`src/hdl/qvc_pkg.sv`:
```
// Shared types and constants of the QUIC variable-length integer codec.
package qvc_pkg;

  // Command carried by an input item.
  typedef enum logic {
    CMD_ENCODE = 1'b0,
    CMD_DECODE = 1'b1
  } qvc_cmd_e;

  // Kind of a result item.
  typedef enum logic {
    KIND_ENC = 1'b0,
    KIND_DEC = 1'b1
  } qvc_kind_e;

  // Result status.
  typedef enum logic {
    STATUS_OK      = 1'b0,
    STATUS_TOO_BIG = 1'b1
  } qvc_status_e;

  // Largest value that fits each encoded length.
  localparam logic [63:0] MAX_LEN1 = 64'd63;
  localparam logic [63:0] MAX_LEN2 = 64'd16383;
  localparam logic [63:0] MAX_LEN4 = 64'd1073741823;
  localparam logic [63:0] MAX_LEN8 = 64'd4611686018427387903;

  // Length prefixes placed in the top two bits of the first byte.
  localparam logic [7:0] PREFIX_LEN1 = 8'h00;
  localparam logic [7:0] PREFIX_LEN2 = 8'h40;
  localparam logic [7:0] PREFIX_LEN4 = 8'h80;
  localparam logic [7:0] PREFIX_LEN8 = 8'hc0;
  localparam logic [7:0] PAYLOAD_MASK = 8'h3f;

  // Work item handed from the front to the back through the queue.
  typedef struct packed {
    qvc_kind_e   kind;
    qvc_status_e status;
    logic [3:0]  len;
    logic [61:0] value;
  } qvc_entry_t;

endpackage

```
`src/hdl/qvc_front.sv`:
```
// Front end: accepts items, sizes encode values and runs the byte-wise decoder.
module qvc_front
  import qvc_pkg::*;
(
  input  logic        clk_i,
  input  logic        rst_ni,
  input  logic        accept_i,
  input  qvc_cmd_e    cmd_i,
  input  logic [63:0] enc_value_i,
  input  logic [7:0]  in_byte_i,
  output logic        wr_en_o,
  output qvc_entry_t  wr_entry_o
);

  logic [2:0]  bytes_left_q, bytes_left_d;
  logic [61:0] acc_q, acc_d;
  logic [3:0]  dec_len_q, dec_len_d;

  // Decoder state registers.
  always_ff @(posedge clk_i or negedge rst_ni) begin
    if (!rst_ni) begin
      bytes_left_q <= '0;
      acc_q        <= '0;
      dec_len_q    <= '0;
    end else begin
      bytes_left_q <= bytes_left_d;
      acc_q        <= acc_d;
      dec_len_q    <= dec_len_d;
    end
  end

  // Classify the item and build the queue entry it produces, if any.
  always_comb begin
    bytes_left_d = bytes_left_q;
    acc_d        = acc_q;
    dec_len_d    = dec_len_q;
    wr_en_o      = 1'b0;
    wr_entry_o   = '{kind: KIND_ENC, status: STATUS_OK, len: 4'd0, value: '0};
    if (accept_i) begin
      unique case (cmd_i)
        CMD_ENCODE: begin
          // Every encode transfer yields one entry; the back splits it into bytes.
          wr_en_o          = 1'b1;
          wr_entry_o.value = enc_value_i[61:0];
          priority if (enc_value_i <= MAX_LEN1) begin
            wr_entry_o.len = 4'd1;
          end else if (enc_value_i <= MAX_LEN2) begin
            wr_entry_o.len = 4'd2;
          end else if (enc_value_i <= MAX_LEN4) begin
            wr_entry_o.len = 4'd4;
          end else if (enc_value_i <= MAX_LEN8) begin
            wr_entry_o.len = 4'd8;
          end else begin
            wr_entry_o.status = STATUS_TOO_BIG;
            wr_entry_o.value  = '0;
          end
        end
        CMD_DECODE: begin
          wr_entry_o.kind = KIND_DEC;
          if (bytes_left_q == 3'd0) begin
            // First byte: the prefix sets the length, the low bits start the value.
            acc_d     = {56'd0, in_byte_i[5:0]};
            dec_len_d = 4'd1 << in_byte_i[7:6];
            if (in_byte_i[7:6] == 2'b00) begin
              wr_en_o          = 1'b1;
              wr_entry_o.len   = 4'd1;
              wr_entry_o.value = {56'd0, in_byte_i[5:0]};
            end else begin
              bytes_left_d = 3'(dec_len_d - 4'd1);
            end
          end else begin
            // Continuation byte: shift it in, finish when the count runs out.
            acc_d        = {acc_q[53:0], in_byte_i};
            bytes_left_d = bytes_left_q - 3'd1;
            if (bytes_left_q == 3'd1) begin
              wr_en_o          = 1'b1;
              wr_entry_o.len   = dec_len_q;
              wr_entry_o.value = acc_d;
            end
          end
        end
        default: ;
      endcase
    end
  end

endmodule

```
`src/hdl/qvc_fifo.sv`:
```
// Short first-word-fall-through queue between the front and the back.
module qvc_fifo
  import qvc_pkg::*;
#(
  parameter int Depth = 4
) (
  input  logic       clk_i,
  input  logic       rst_ni,
  input  logic       wr_en_i,
  input  qvc_entry_t wr_entry_i,
  input  logic       rd_en_i,
  output qvc_entry_t rd_entry_o,
  output logic       full_o,
  output logic       empty_o
);

  localparam int PtrW = (Depth > 1) ? $clog2(Depth) : 1;
  localparam int CntW = $clog2(Depth + 1);

  qvc_entry_t            mem_q [Depth];
  logic [PtrW-1:0]       wr_ptr_q, rd_ptr_q;
  logic [CntW-1:0]       count_q;
  logic                  do_wr, do_rd;

  assign full_o  = (count_q == CntW'(Depth));
  assign empty_o = (count_q == '0);
  assign do_wr   = wr_en_i && !full_o;
  assign do_rd   = rd_en_i && !empty_o;

  assign rd_entry_o = mem_q[rd_ptr_q];

  // Storage array; entries carry no reset.
  always_ff @(posedge clk_i) begin
    if (do_wr) begin
      mem_q[wr_ptr_q] <= wr_entry_i;
    end
  end

  // Pointers and fill count.
  always_ff @(posedge clk_i or negedge rst_ni) begin
    if (!rst_ni) begin
      wr_ptr_q <= '0;
      rd_ptr_q <= '0;
      count_q  <= '0;
    end else begin
      if (do_wr) begin
        wr_ptr_q <= (wr_ptr_q == PtrW'(Depth - 1)) ? '0 : wr_ptr_q + 1'b1;
      end
      if (do_rd) begin
        rd_ptr_q <= (rd_ptr_q == PtrW'(Depth - 1)) ? '0 : rd_ptr_q + 1'b1;
      end
      if (do_wr && !do_rd) begin
        count_q <= count_q + 1'b1;
      end else if (do_rd && !do_wr) begin
        count_q <= count_q - 1'b1;
      end
    end
  end

endmodule

```
`src/hdl/qvc_back.sv`:
```
// Back end: turns queue entries into result transfers through an output register.
module qvc_back
  import qvc_pkg::*;
(
  input  logic        clk_i,
  input  logic        rst_ni,
  input  logic        head_valid_i,
  input  qvc_entry_t  head_i,
  output logic        head_pop_o,
  input  logic        pop_i,
  output logic        empty_o,
  output qvc_kind_e   kind_o,
  output logic [7:0]  out_byte_o,
  output logic [61:0] dec_value_o,
  output logic [3:0]  enc_length_o,
  output qvc_status_e status_o,
  output logic        last_o
);

  logic        out_valid_q, out_valid_d;
  logic [2:0]  idx_q, idx_d;
  logic        advance, load;
  logic [2:0]  sel;
  logic [63:0] value64;
  logic [7:0]  byte_n, prefix;
  logic        byte_last;

  qvc_kind_e   kind_q;
  logic [7:0]  byte_q, byte_d;
  logic [61:0] val_q, val_d;
  logic [3:0]  len_q;
  qvc_status_e status_q;
  logic        last_q, last_d;

  assign advance = !out_valid_q || pop_i;
  assign load    = advance && head_valid_i;

  // Pick the byte of the current encode entry, most significant first.
  always_comb begin
    sel       = 3'(head_i.len - 4'd1) - idx_q;
    value64   = {2'b00, head_i.value};
    byte_n    = value64[{sel, 3'b000} +: 8];
    byte_last = (idx_q == 3'(head_i.len - 4'd1));
    unique case (head_i.len)
      4'd2:    prefix = PREFIX_LEN2;
      4'd4:    prefix = PREFIX_LEN4;
      4'd8:    prefix = PREFIX_LEN8;
      default: prefix = PREFIX_LEN1;
    endcase
    if (idx_q == 3'd0) begin
      byte_n = (byte_n & ((head_i.len == 4'd1) ? PAYLOAD_MASK : 8'hff)) | prefix;
    end
  end

  // Result fields and queue pop for the entry at the head.
  always_comb begin
    byte_d     = 8'd0;
    val_d      = '0;
    last_d     = 1'b1;
    head_pop_o = 1'b0;
    idx_d      = idx_q;
    if (head_i.kind == KIND_DEC) begin
      val_d      = head_i.value;
      head_pop_o = load;
    end else if (head_i.status == STATUS_TOO_BIG) begin
      head_pop_o = load;
    end else begin
      byte_d     = byte_n;
      last_d     = byte_last;
      head_pop_o = load && byte_last;
      if (load) begin
        idx_d = byte_last ? 3'd0 : idx_q + 3'd1;
      end
    end
    out_valid_d = advance ? head_valid_i : out_valid_q;
  end

  // Control registers of the output stage.
  always_ff @(posedge clk_i or negedge rst_ni) begin
    if (!rst_ni) begin
      out_valid_q <= 1'b0;
      idx_q       <= '0;
    end else begin
      out_valid_q <= out_valid_d;
      idx_q       <= idx_d;
    end
  end

  // Payload of the output stage.
  always_ff @(posedge clk_i) begin
    if (load) begin
      kind_q   <= head_i.kind;
      byte_q   <= byte_d;
      val_q    <= val_d;
      len_q    <= head_i.len;
      status_q <= head_i.status;
      last_q   <= last_d;
    end
  end

  assign empty_o      = !out_valid_q;
  assign kind_o       = kind_q;
  assign out_byte_o   = byte_q;
  assign dec_value_o  = val_q;
  assign enc_length_o = len_q;
  assign status_o     = status_q;
  assign last_o       = last_q;

endmodule

```
`src/hdl/quic_varint_codec_core.sv`:
```
// Top level of the QUIC variable-length integer codec.
//
// An item is accepted on every cycle in which push is high and full is low.
// Decode items take one byte per cycle with no stall of their own; the result
// of an integer enters the queue in the cycle of its final byte. An encode
// item also enters the queue in the cycle it is accepted, but its 1, 2, 4 or 8
// bytes leave the result side one per cycle while results are popped, so a stream
// of encodes is limited by the output serializer, which sends every byte of an
// entry before it pops the next, and full rises once the queue of QueueDepth
// entries between front and back has filled. The first result of an item
// passes through the queue and then loads the output register before it
// reaches the result ports; the output register loads only while it is
// empty or popped. An oversized value gives one error result with status set.
module quic_varint_codec_core
  import qvc_pkg::*;
#(
  parameter int QueueDepth = 4
) (
  input  logic        clk_i,
  input  logic        rst_ni,
  input  logic        push,
  output logic        full,
  input  logic        cmd_i,
  input  logic [63:0] enc_value_i,
  input  logic [7:0]  in_byte_i,
  output logic        empty,
  input  logic        pop,
  output logic        kind_o,
  output logic [7:0]  out_byte_o,
  output logic [61:0] dec_value_o,
  output logic [3:0]  enc_length_o,
  output logic        status_o,
  output logic        last_o
);

  logic        accept;
  logic        wr_en, rd_en, q_empty;
  qvc_entry_t  wr_entry, head;
  qvc_kind_e   kind;
  qvc_status_e status;

  assign accept = push && !full;

  // Front: item acceptance, length classification and decoder state.
  qvc_front u_front (
    .clk_i      (clk_i),
    .rst_ni     (rst_ni),
    .accept_i   (accept),
    .cmd_i      (qvc_cmd_e'(cmd_i)),
    .enc_value_i(enc_value_i),
    .in_byte_i  (in_byte_i),
    .wr_en_o    (wr_en),
    .wr_entry_o (wr_entry)
  );

  // Queue decoupling the front from the back.
  qvc_fifo #(
    .Depth(QueueDepth)
  ) u_fifo (
    .clk_i     (clk_i),
    .rst_ni    (rst_ni),
    .wr_en_i   (wr_en),
    .wr_entry_i(wr_entry),
    .rd_en_i   (rd_en),
    .rd_entry_o(head),
    .full_o    (full),
    .empty_o   (q_empty)
  );

  // Back: byte serializer and output register.
  qvc_back u_back (
    .clk_i       (clk_i),
    .rst_ni      (rst_ni),
    .head_valid_i(!q_empty),
    .head_i      (head),
    .head_pop_o  (rd_en),
    .pop_i       (pop),
    .empty_o     (empty),
    .kind_o      (kind),
    .out_byte_o  (out_byte_o),
    .dec_value_o (dec_value_o),
    .enc_length_o(enc_length_o),
    .status_o    (status),
    .last_o      (last_o)
  );

  assign kind_o   = logic'(kind);
  assign status_o = logic'(status);

endmodule

```
`config.mk`:
```
export PLATFORM = sky130hd
export DESIGN_NAME = quic_varint_codec_core
export DESIGN_NICKNAME = d
export VERILOG_FILES = /design/src/hdl/qvc_pkg.sv /design/src/hdl/qvc_front.sv /design/src/hdl/qvc_fifo.sv /design/src/hdl/qvc_back.sv /design/src/hdl/quic_varint_codec_core.sv
export SDC_FILE = /design/constraint.sdc
export NUM_CORES = 1
export LEC_CHECK = 0
export ABC_CLOCK_PERIOD_IN_PS = 5870
export BUFFER_PORTS_ARGS = -buffer_cell sky130_fd_sc_hd__buf_2
export CAP_MARGIN = 20
export CORE_MARGIN = 3
export CORE_UTILIZATION = 54
export CTS_CLUSTER_SIZE = 10
export DETAILED_ROUTE_END_ITERATION = 8
export PLACE_DENSITY = 0.76
export SLEW_MARGIN = 20
export SYNTH_ARGS = -nofsm -noshare
export SYNTH_HDL_FRONTEND = slang
export SYNTH_SLANG_ARGS = --single-unit
```
`constraint.sdc`:
```
create_clock -name clk_i -period 5.87 [get_ports clk_i]
set_input_delay 0.2935 -clock clk_i [delete_from_list [all_inputs] [get_ports clk_i]]
set_output_delay 0.2935 -clock clk_i [all_outputs]
set_load 0.02 [all_outputs]
```
**After elaboration in Yosys (flattened, before gate mapping)**

Memory sizes are Yosys's and may differ from the RTL's.
Cells that the tools add are included.

- Add/subtract/negate cells: 9
- Multipliers: 0
- Shifts and indexed selects: 2
- Magnitude comparators: 4
- Reduce and logical (&&, ||, !) cells: 23
- Divide/modulo/power cells: 0
- Muxes and demuxes: 39
- Bitwise logic cells: 5
- Equality and inequality tests: 10

Operators by type and width:

| cell | number |
|---|---|
| 62-bit 2-to-1 mux | 4 |
| 66-bit 2-to-1 mux | 2 |
| 66-bit one-hot mux with 2 select lines | 1 |
| 68-bit 2-to-1 mux | 1 |
| 64-bit by 14-bit less-or-equal comparator with 1-bit output, second input constant | 1 |
| 64-bit by 30-bit less-or-equal comparator with 1-bit output, second input constant | 1 |
| 64-bit by 6-bit less-or-equal comparator with 1-bit output, second input constant | 1 |
| 64-bit by 62-bit less-or-equal comparator with 1-bit output, second input constant | 1 |
| 64-bit by 7-bit variable part select with 8-bit output | 1 |
| 63-bit 2-to-1 mux | 1 |
| 54-bit 2-to-1 mux | 1 |
| 8-bit one-hot mux with 3 select lines | 1 |
| 4-bit 2-to-1 mux | 4 |
| 8-bit 2-to-1 mux | 2 |
| 3-bit 2-to-1 mux | 5 |
| 1-bit 2-to-1 mux | 14 |
| 3-bit by 1-bit subtractor with 3-bit output, second input constant | 4 |
| 3-bit zero test | 3 |
| 3-bit AND reduction | 3 |
| 8-bit bitwise AND | 1 |
| 8-bit OR | 1 |
| 1-bit logical AND | 7 |
| 3-bit by 1-bit adder with 3-bit output, second input constant | 2 |
| 1-bit zero test | 5 |
| 20 further kinds | 25 |

- Bits in latches: 0
- Memory bits (writable): 272
- Input port bits: 77
- ROM bits: 0
- Memories kept: 1
- Bits in registers: 149

Memories:

| name | depth | width | rd ports | clocked after memory_dff | write ports | RTL line | source |
|---|---|---|---|---|---|---|---|
| u_fifo.mem_q | 4 | 68 | 1 | 0 | 1 | qvc_fifo.sv:20 | `qvc_entry_t mem_q [Depth];` |

**Depth between registers and ports, before layout**

Gate-level depths: netlist of run 1.

- Depth after elaboration: 10
- Depth in mapped cells: 16
- Gate-level depth less buffers: 13

**By module**

Synthesis of run 1 repeated with hierarchy kept, for this count alone.

- Cells, all modules: 977
- Area, all modules: 17523.1 um^2

By module, submodules not included:

| module | times used | cells an instance | sequential area each (um^2) | area each (um^2) |
|---|---|---|---|---|
| qvc_fifo | 1 | 393 | 8343.0 | 10352.4 |
| qvc_back | 1 | 234 | 2412.3 | 3668.5 |
| qvc_front | 1 | 348 | 1526.5 | 3484.6 |
| quic_varint_codec_core | 1 | 2 | 0.0 | 17.5 |

**Worst setup path after synthesis of run 1**

No wires, ideal clock.

- Path type: register to register
- Start point: register u_fifo.count_q[0]
- End point: register u_fifo.count_q[1]
- Data arrival time: 5.701 ns
- Stages on the path, launching flop included: 8
- Setup time: 0.125 ns
- Path buffers: 0
- Data required time: 5.745 ns
- Slack: 0.044 ns
- Cells stage by stage: dfrtp_1 -> nor3_1 -> a21oi_1 -> a21bo_2 -> ha_1 -> inv_1 -> fa_1 -> mux2_2

- Longest elaborated chain between the ends: 10

Ends and longest elaborated chain:

| item | RTL line | source |
|---|---|---|
| from (decl) | qvc_fifo.sv:22 | `logic [CntW-1:0] count_q;` |
| from (signal assigned) | qvc_fifo.sv:53 | `count_q <= count_q + 1'b1;` |
| from (signal assigned) | qvc_fifo.sv:55 | `count_q <= count_q - 1'b1;` |
| 3-bit zero test | qvc_fifo.sv:26 | `assign empty_o = (count_q == '0);` |
| 1-bit zero test | qvc_fifo.sv:28, quic_varint_codec_core.sv:74 |  |
| 1-bit logical AND | qvc_back.sv:36 | `assign load = advance && head_valid_i;` |
| 1-bit logical AND | qvc_back.sv:70 | `head_pop_o = load && byte_last;` |
| 1-bit 2-to-1 mux | qvc_back.sv:65 | `end else if (head_i.status == STATUS_TOO_BIG) begin` |
| 1-bit 2-to-1 mux | qvc_back.sv:62 | `if (head_i.kind == KIND_DEC) begin` |
| 1-bit logical AND | qvc_fifo.sv:28 | `assign do_rd = rd_en_i && !empty_o;` |
| 1-bit zero test | qvc_fifo.sv:52 | `if (do_wr && !do_rd) begin` |
| 1-bit logical AND | qvc_fifo.sv:52 |  |
| 3-bit 2-to-1 mux / 2-bit nonzero test (equally long branches) | - |  |

Several ways; a longest one is shown, not always the timed one. The select of a mux whose other input is x is not followed.
A chain may end at the register's enable or synchronous reset.

**Worst setup path after layout of run 1**

- Start point: register u_fifo.rd_ptr_q[0]
- End point: register u_fifo.count_q[2]

- Longest elaborated chain between the ends: 10

Ends and longest elaborated chain:

| item | RTL line | source |
|---|---|---|
| from (decl) | qvc_fifo.sv:21 | `logic [PtrW-1:0] wr_ptr_q, rd_ptr_q;` |
| from (signal assigned) | qvc_fifo.sv:50 | `rd_ptr_q <= (rd_ptr_q == PtrW'(Depth - 1)) ? '0 : rd_ptr_q + 1'b1;` |
| memory 4 x 68 bit (*) | - |  |
| 3-bit by 1-bit subtractor with 3-bit output | qvc_back.sv:43 | `byte_last = (idx_q == 3'(head_i.len - 4'd1));` |
| 3-bit == test | qvc_back.sv:43 |  |
| 1-bit logical AND | qvc_back.sv:70 |  |
| 1-bit 2-to-1 mux | qvc_back.sv:65 |  |
| 1-bit 2-to-1 mux (*) | qvc_back.sv:62 |  |
| 1-bit logical AND (*) | qvc_fifo.sv:28 |  |
| 1-bit zero test | qvc_fifo.sv:52 |  |
| 1-bit logical AND | qvc_fifo.sv:52 |  |
| 3-bit 2-to-1 mux / 2-bit nonzero test (equally long branches) | - |  |

Mark *: on every way between the ends. The rest lies on a longest branch, timed or not.

==> results of run 1 <==
==> per-layer routing <==
metal	wire [µm]	global-route usage, %	up-vias
met5	0	0	-
met4	1560	8.61	0
met3	3550	4.24	110
met2	20200	40.0	582
met1	16900	35.9	5139
li1	-	-	4455
==> per-stage QoR <==
stage	total power (µW)	worst slack, ns	hold WS [ns]
finish	11400	1.66	0.102
global route	11900	1.39	0.117
CTS	11400	1.59	0.0859
detailed placement	8740	1.63	0.475
global placement	8650	1.67	0.462
floorplan	7430	0.0444	-0.00209
==> cell families after synthesis <==
logic type,share of synthesized area [%]
fa+ha+maj,1.39
flops,71.3
mux,9.87
xor+xnor,0.559
buf+inv,1.91
simple gates,7.62
compound gates,7.39
==> flip-flops by register name, summed over array words and instances, names as in the netlist, 3 cells and up <==
register              cells
u_front.acc_q            54
u_fifo.count_q            3
u_back.idx_q              3
u_back.dec_value_o       62
u_back.out_byte_o         8
u_back.enc_length_o       4
u_front.dec_len_q         4
u_fifo.mem_q            272
u_front.bytes_left_q      3
==> cells in the mapped netlist (all sizes together) (12+ instances only) <==
| cell | number |
|---|---|
| nand2 | 140 |
| inv | 21 |
| a22oi | 28 |
| and2 | 67 |
| dfrtp | 72 |
| nor2 | 20 |
| nand3 | 12 |
| ha | 16 |
| buf | 21 |
| clkbuf | 41 |
| o21ai | 61 |
| mux4 | 70 |
| edfxtp | 349 |
| a22o | 57 |
| a21oi | 24 |
| nor4 | 15 |
==> worst max-delay path by stage <==
stage,startpoint,endpoint,slack (ns),cells after the start
after floorplan,u_fifo.count_q[0],u_fifo.count_q[1],0.04,7
after global placement,u_fifo.rd_ptr_q[0],u_back.out_byte_o[1],1.67,8
after detailed placement,u_fifo.rd_ptr_q[0],u_back.out_byte_o[1],1.63,8
after CTS,u_fifo.rd_ptr_q[0],u_back.out_byte_o[5],1.59,8
after global routing,u_fifo.rd_ptr_q[0],u_fifo.count_q[2],1.39,9
final,u_fifo.rd_ptr_q[0],u_fifo.count_q[2],1.66,9
==> worst max-delay path, stage by stage, from the launching register on <==
cell     delay (ns)
dfrtp_4        0.85
mux4_2         0.99
nor2_1         0.86
a21bo_2        0.30
ha_1           0.20
inv_1          0.06
fa_1           0.37
xor2_1         0.17
nor2_1         0.13
xor2_1         0.15
==> cell type report <==
cell class              instances  area (µm²)  share of cell area (%)
flip-flops and latches        421       12300                    61.9
multi-input cells             569        4670                    23.5
clock buffers                  77        1330                    6.71
repair buffers                176         960                    4.83
well taps                     396         495                    2.50
inverters                      21        78.8                   0.397
clock inverters                 5        32.5                   0.164
diodes                          1        2.50                  0.0126
==> power groups by stage <==
| stage | Clock, µW | Combinational (µW) | Sequential (µW) |
|---|---|---|---|
| final | 2640 | 4110 | 4630 |
| after detailed placement | 0 | 4060 | 4670 |
| after CTS | 2660 | 4090 | 4640 |
| after floorplan | 0 | 2570 | 4860 |
| after global routing | 2790 | 4430 | 4710 |
| after global placement | 0 | 4010 | 4640 |
==> out/qor.yml, run 1 <==
worst_hold_path:
  hold_class: "in -> reg"
  min_delay_path_depth: 3
  min_delay_worst_endpoint: "u_front.acc_q[6]"
  worstHoldStart: "in_byte_i[6]"
die:
  die_h_um: 185
  fp-row-count: 64
  dieArea_mm2: 0.0341
  die_w_um: 185
  coreArea_mm2: 0.0310
  initial_core_util_pct: 55.6
  num_io_pins: 156
grt:
  first_global_vias: 10400
  grt_max_degree: 108
  track_usage_pct: 25.1
  grt_overflow: 0
  grt_pass1_wl_mm: 63.6
  grt_antenna_before_repair: 1
power:
  p_clk_share_pct: 23.2
  vdd_drop_max_mv: 0.290
  leakage_uw: 0.00736
  power.share.switching_pct: 36.0
  power.internal_uw: 7280
  pwr-share-seq_pct: 40.7
  p_comb_share_pct: 36.1
  p_per_area_mw_per_mm2: 573
  power_switching_uw: 4100
sta:
  fmax_ghz: 0.237
  finalCriticalPeriod_ns: 4.21
  rsz0062_at_grt: "false"
  final-setup-viol-count: 0
  slew-limit-headroom_pct: 29.9
  period_share_pct: 71.8
  fin_skew_ns: 0.0147
  fin_tns_setup_ns: 0
  drv_slew: 0
  worstMarginPinSlew_ns: 1.05
  finalHoldViolCount: 0
finish:
  stdcell_count: 1666
  area_growth_pct: 15.2
  final_common_cell: "edfxtp_1"
  fillCellCount: 2144
  final_util_pct: 64.1
  drive_above_1_share_pct: 25.0
  final_cell_mix: "edfxtp_1, buf_2, nand2_1"
  nets: 1332
  stdcell_area_mm2: 0.0199
synth:
  ys.flop_type: "edfxtp_1"
  async_reset_ff_share_pct: 17.1
  yosysSeqAreaShare_pct: 71.3
  synth_top_area_share_pct: 60.8
  avgSynthCellArea_um2: 16.1
  synth_seq_cells: 421
  syn_inst: 1073
  ys_types: 44
  syn-cell-area_mm2: 0.0172
  netlist_top_cells_area: "edfxtp_1, dfrtp_1, mux4_2"
  yosys_warnings: 0
  synth_edf_count: 349
  yosysTopAreaCell: "edfxtp_1"
  syn-num-nets: 1168
critical_path:
  worst-setup-path-type: "reg -> reg"
  path_max_fanout: 65
  critPathArrivalTime_ns: 4.67
  rr_worst_depth: 9
  cp-start-kind: "flip-flop"
  regToRegEndpoint: "u_fifo.count_q[2]"
  critPathRequiredTime_ns: 6.33
  reg2reg_slack_ns: 1.66
  r2r-start: "u_fifo.rd_ptr_q[0]"
  end_kind: "flip-flop"
placed_design:
  placed_area_mm2: 0.0184
  dp_cells: 1575
  hpwl_mm: 27.5
  gp_congestion: 0.900
  port_buffers: 155
clocking:
  clk_pin_slew_ns: 0.06
  ctsHoldBuffers: 8
  cts_resized: 0
  cts_setup_buffers: 0
  cts_max_level: 2
  clock_latency_ns: 0.55
  cts_buffers: 48
  cts_tree: "yes"
  cts.sinks: 421
  clock_path_buffers: 3
  cts-root-buf: "clkbuf_16"
outcome:
  status: "finished clean"
detailed_routing:
  wire_per_inst_um: 25.3
  dr.first_iter.drc_count: 1206
  drtAntennaViolNets: 0
  wl_mm: 42.2
  drc: 0
  routed_via_density: 6.17
  firstDrtPassIters: 5
  vias: 10300
job:
  drv_cap: 0
Note: power is estimated with default switching activity, not from simulation.
==> run 2: changes to the inputs <==
--- a/config.mk
+++ b/config.mk
@@ -5,7 +5,7 @@
 export SDC_FILE = /design/constraint.sdc
 export NUM_CORES = 1
 export LEC_CHECK = 0
-export ABC_CLOCK_PERIOD_IN_PS = 5870
+export ABC_CLOCK_PERIOD_IN_PS = 3400
 export BUFFER_PORTS_ARGS = -buffer_cell sky130_fd_sc_hd__buf_2
 export CAP_MARGIN = 20
 export CORE_MARGIN = 3
==> constraint.sdc (replaced) <==
create_clock -name clk_i -period 3.4 [get_ports clk_i]
set_input_delay 0.17 -clock clk_i [delete_from_list [all_inputs] [get_ports clk_i]]
set_output_delay 0.17 -clock clk_i [all_outputs]
set_load 0.02 [all_outputs]
==> out/qor.yml, run 2 (same netlist as run 1, synthesis figures left out) <==
finish:
  final_common_cell: "edfxtp_1"
  regMostFlops: "u_fifo.mem_q"
  final_cell_mix: "edfxtp_1, buf_2, nand2_1"
  nets: 1355
  largest_reg_flops: 272
  area_growth_pct: 17.5
  drive_above_1_share_pct: 26.8
  fillCellCount: 2134
  final_util_pct: 65.3
  stdcell_area_mm2: 0.0202
  stdcell_count: 1689
sta:
  rsz0062_at_grt: "false"
  fmax_ghz: 0.314
  drv_slew: 0
  slew-limit-headroom_pct: 33.0
  final-setup-viol-count: 0
  finalHoldViolCount: 0
  finalCriticalPeriod_ns: 3.19
  worstMarginPinSlew_ns: 1.00
  fin_skew_ns: 0.0188
  period_share_pct: 93.8
grt:
  grt_antenna_before_repair: 1
  grt_pass1_wl_mm: 62.1
  track_usage_pct: 24.4
  grt_overflow: 0
  grt_max_degree: 80
  first_global_vias: 10100
placed_design:
  placed_area_mm2: 0.0187
  dp_cells: 1595
  hpwl_mm: 27.6
  gp_congestion: 0.899
  port_buffers: 155
critical_path:
  cp-start-kind: "flip-flop"
  critPathRequiredTime_ns: 3.69
  end_kind: "flip-flop"
  critPathArrivalTime_ns: 3.48
  worst-setup-path-type: "reg -> reg"
  path_max_fanout: 9
die:
  fp-row-count: 64
  die_h_um: 185
  num_io_pins: 156
  coreArea_mm2: 0.0310
  initial_core_util_pct: 55.6
  die_w_um: 185
  dieArea_mm2: 0.0341
clocking:
  cts_max_level: 2
  cts_setup_buffers: 0
  clk_pin_slew_ns: 0.06
  cts.sinks: 421
  clock_latency_ns: 0.55
  clock_path_buffers: 3
  cts-root-buf: "clkbuf_16"
  cts_buffers: 48
  cts_tree: "yes"
power:
  leakage_uw: 0.00752
  p_total_uw: 20000
  vdd_drop_max_mv: 0.701
  p_per_area_mw_per_mm2: 990
detailed_routing:
  dr.first_iter.drc_count: 1313
  drtAntennaViolNets: 0
  drc: 0
  wl_mm: 41.4
  wire_per_inst_um: 24.5
  firstDrtPassIters: 7
  vias: 10400
  routed_via_density: 6.14
outcome:
  status: "finished clean"
job:
  drv_cap: 0
worst_hold_path:
  hold_class: "in -> reg"
## run 2: what timing repair did
item / CTS / global route
hold buffers: 11 / 0
endpoints found under the hold margin: 87 / 0
gates resized for setup: 1 / 3
endpoints found under the setup margin: 6 / 10
## run 2: area by class of cell
class | instances | area, µm² | area share [%]
Multi-Input combinational cell | 569 | 4720 | 23.3
Clock buffer | 79 | 1370 | 6.76
Timing Repair Buffer | 199 | 1270 | 6.28
Antenna cell | 1 | 2.50 | 0.0124
Inverter | 21 | 78.8 | 0.389
Sequential cell | 421 | 12300 | 60.7
Clock inverter | 3 | 21.3 | 0.105
Tap cell | 396 | 495 | 2.45
## run 2: layer usage
layer  routed length, µm  track usage (%)
met5                   0                0
met2               19400             38.0
met1               17500             36.9
met3                3370             3.41
met4                1140             6.99
## run 2: through the flow
stage,TNS [ns],hold WS (ns),setup slack (ns)
2_1_floorplan,-0.0735,-0.126,-0.0383
3_3_place_gp,-0.000985,0.378,-0.000985
3_5_place_dp,-0.0846,0.395,-0.0349
4_1_cts,0,0.000725,0.0276
5_1_grt,0,0.0341,0.0488
6_report,0,0.0278,0.212
## run 2: report_power, final
group          internal, µW  switching (µW)  total, µW  leakage, µW
clock                  2720            1890       4610     0.000668
sequential             7220             617       7840      0.00425
combinational          2950            4630       7590      0.00260
total                 12900            7140      20000      0.00752
## run 2: worst paths after layout
kind / start / endpoint / slack [ns] / cells after the start
worst max-delay path: u_fifo.rd_ptr_q[0] / u_back.out_byte_o[7] / 0.21 / 10
worst min-delay path: enc_value_i[33] / u_fifo.mem_q[0][33] / 0.03 / 2
worst max register to register: u_fifo.rd_ptr_q[0] / u_back.out_byte_o[7] / 0.21 / 10
worst min register to register: u_front.acc_q[51] / u_front.acc_q[51] / 0.48 / 2
max in group asynchronous: rst_ni / u_front.acc_q[32] / 2.58 / 2
min in group asynchronous: rst_ni / u_back.idx_q[2] / 0.20 / 2
## run 2: critical path, stage by stage (launching register included)
cell and delay [ns]:
dfrtp_4 0.45, mux4_2 0.56, inv_2 0.11, ha_4 0.20, fa_1 0.51, buf_4 0.20, mux4_2 0.31, a2bb2oi_1 0.14
a32o_1 0.26, o21ai_1 0.12, o22ai_1 0.09
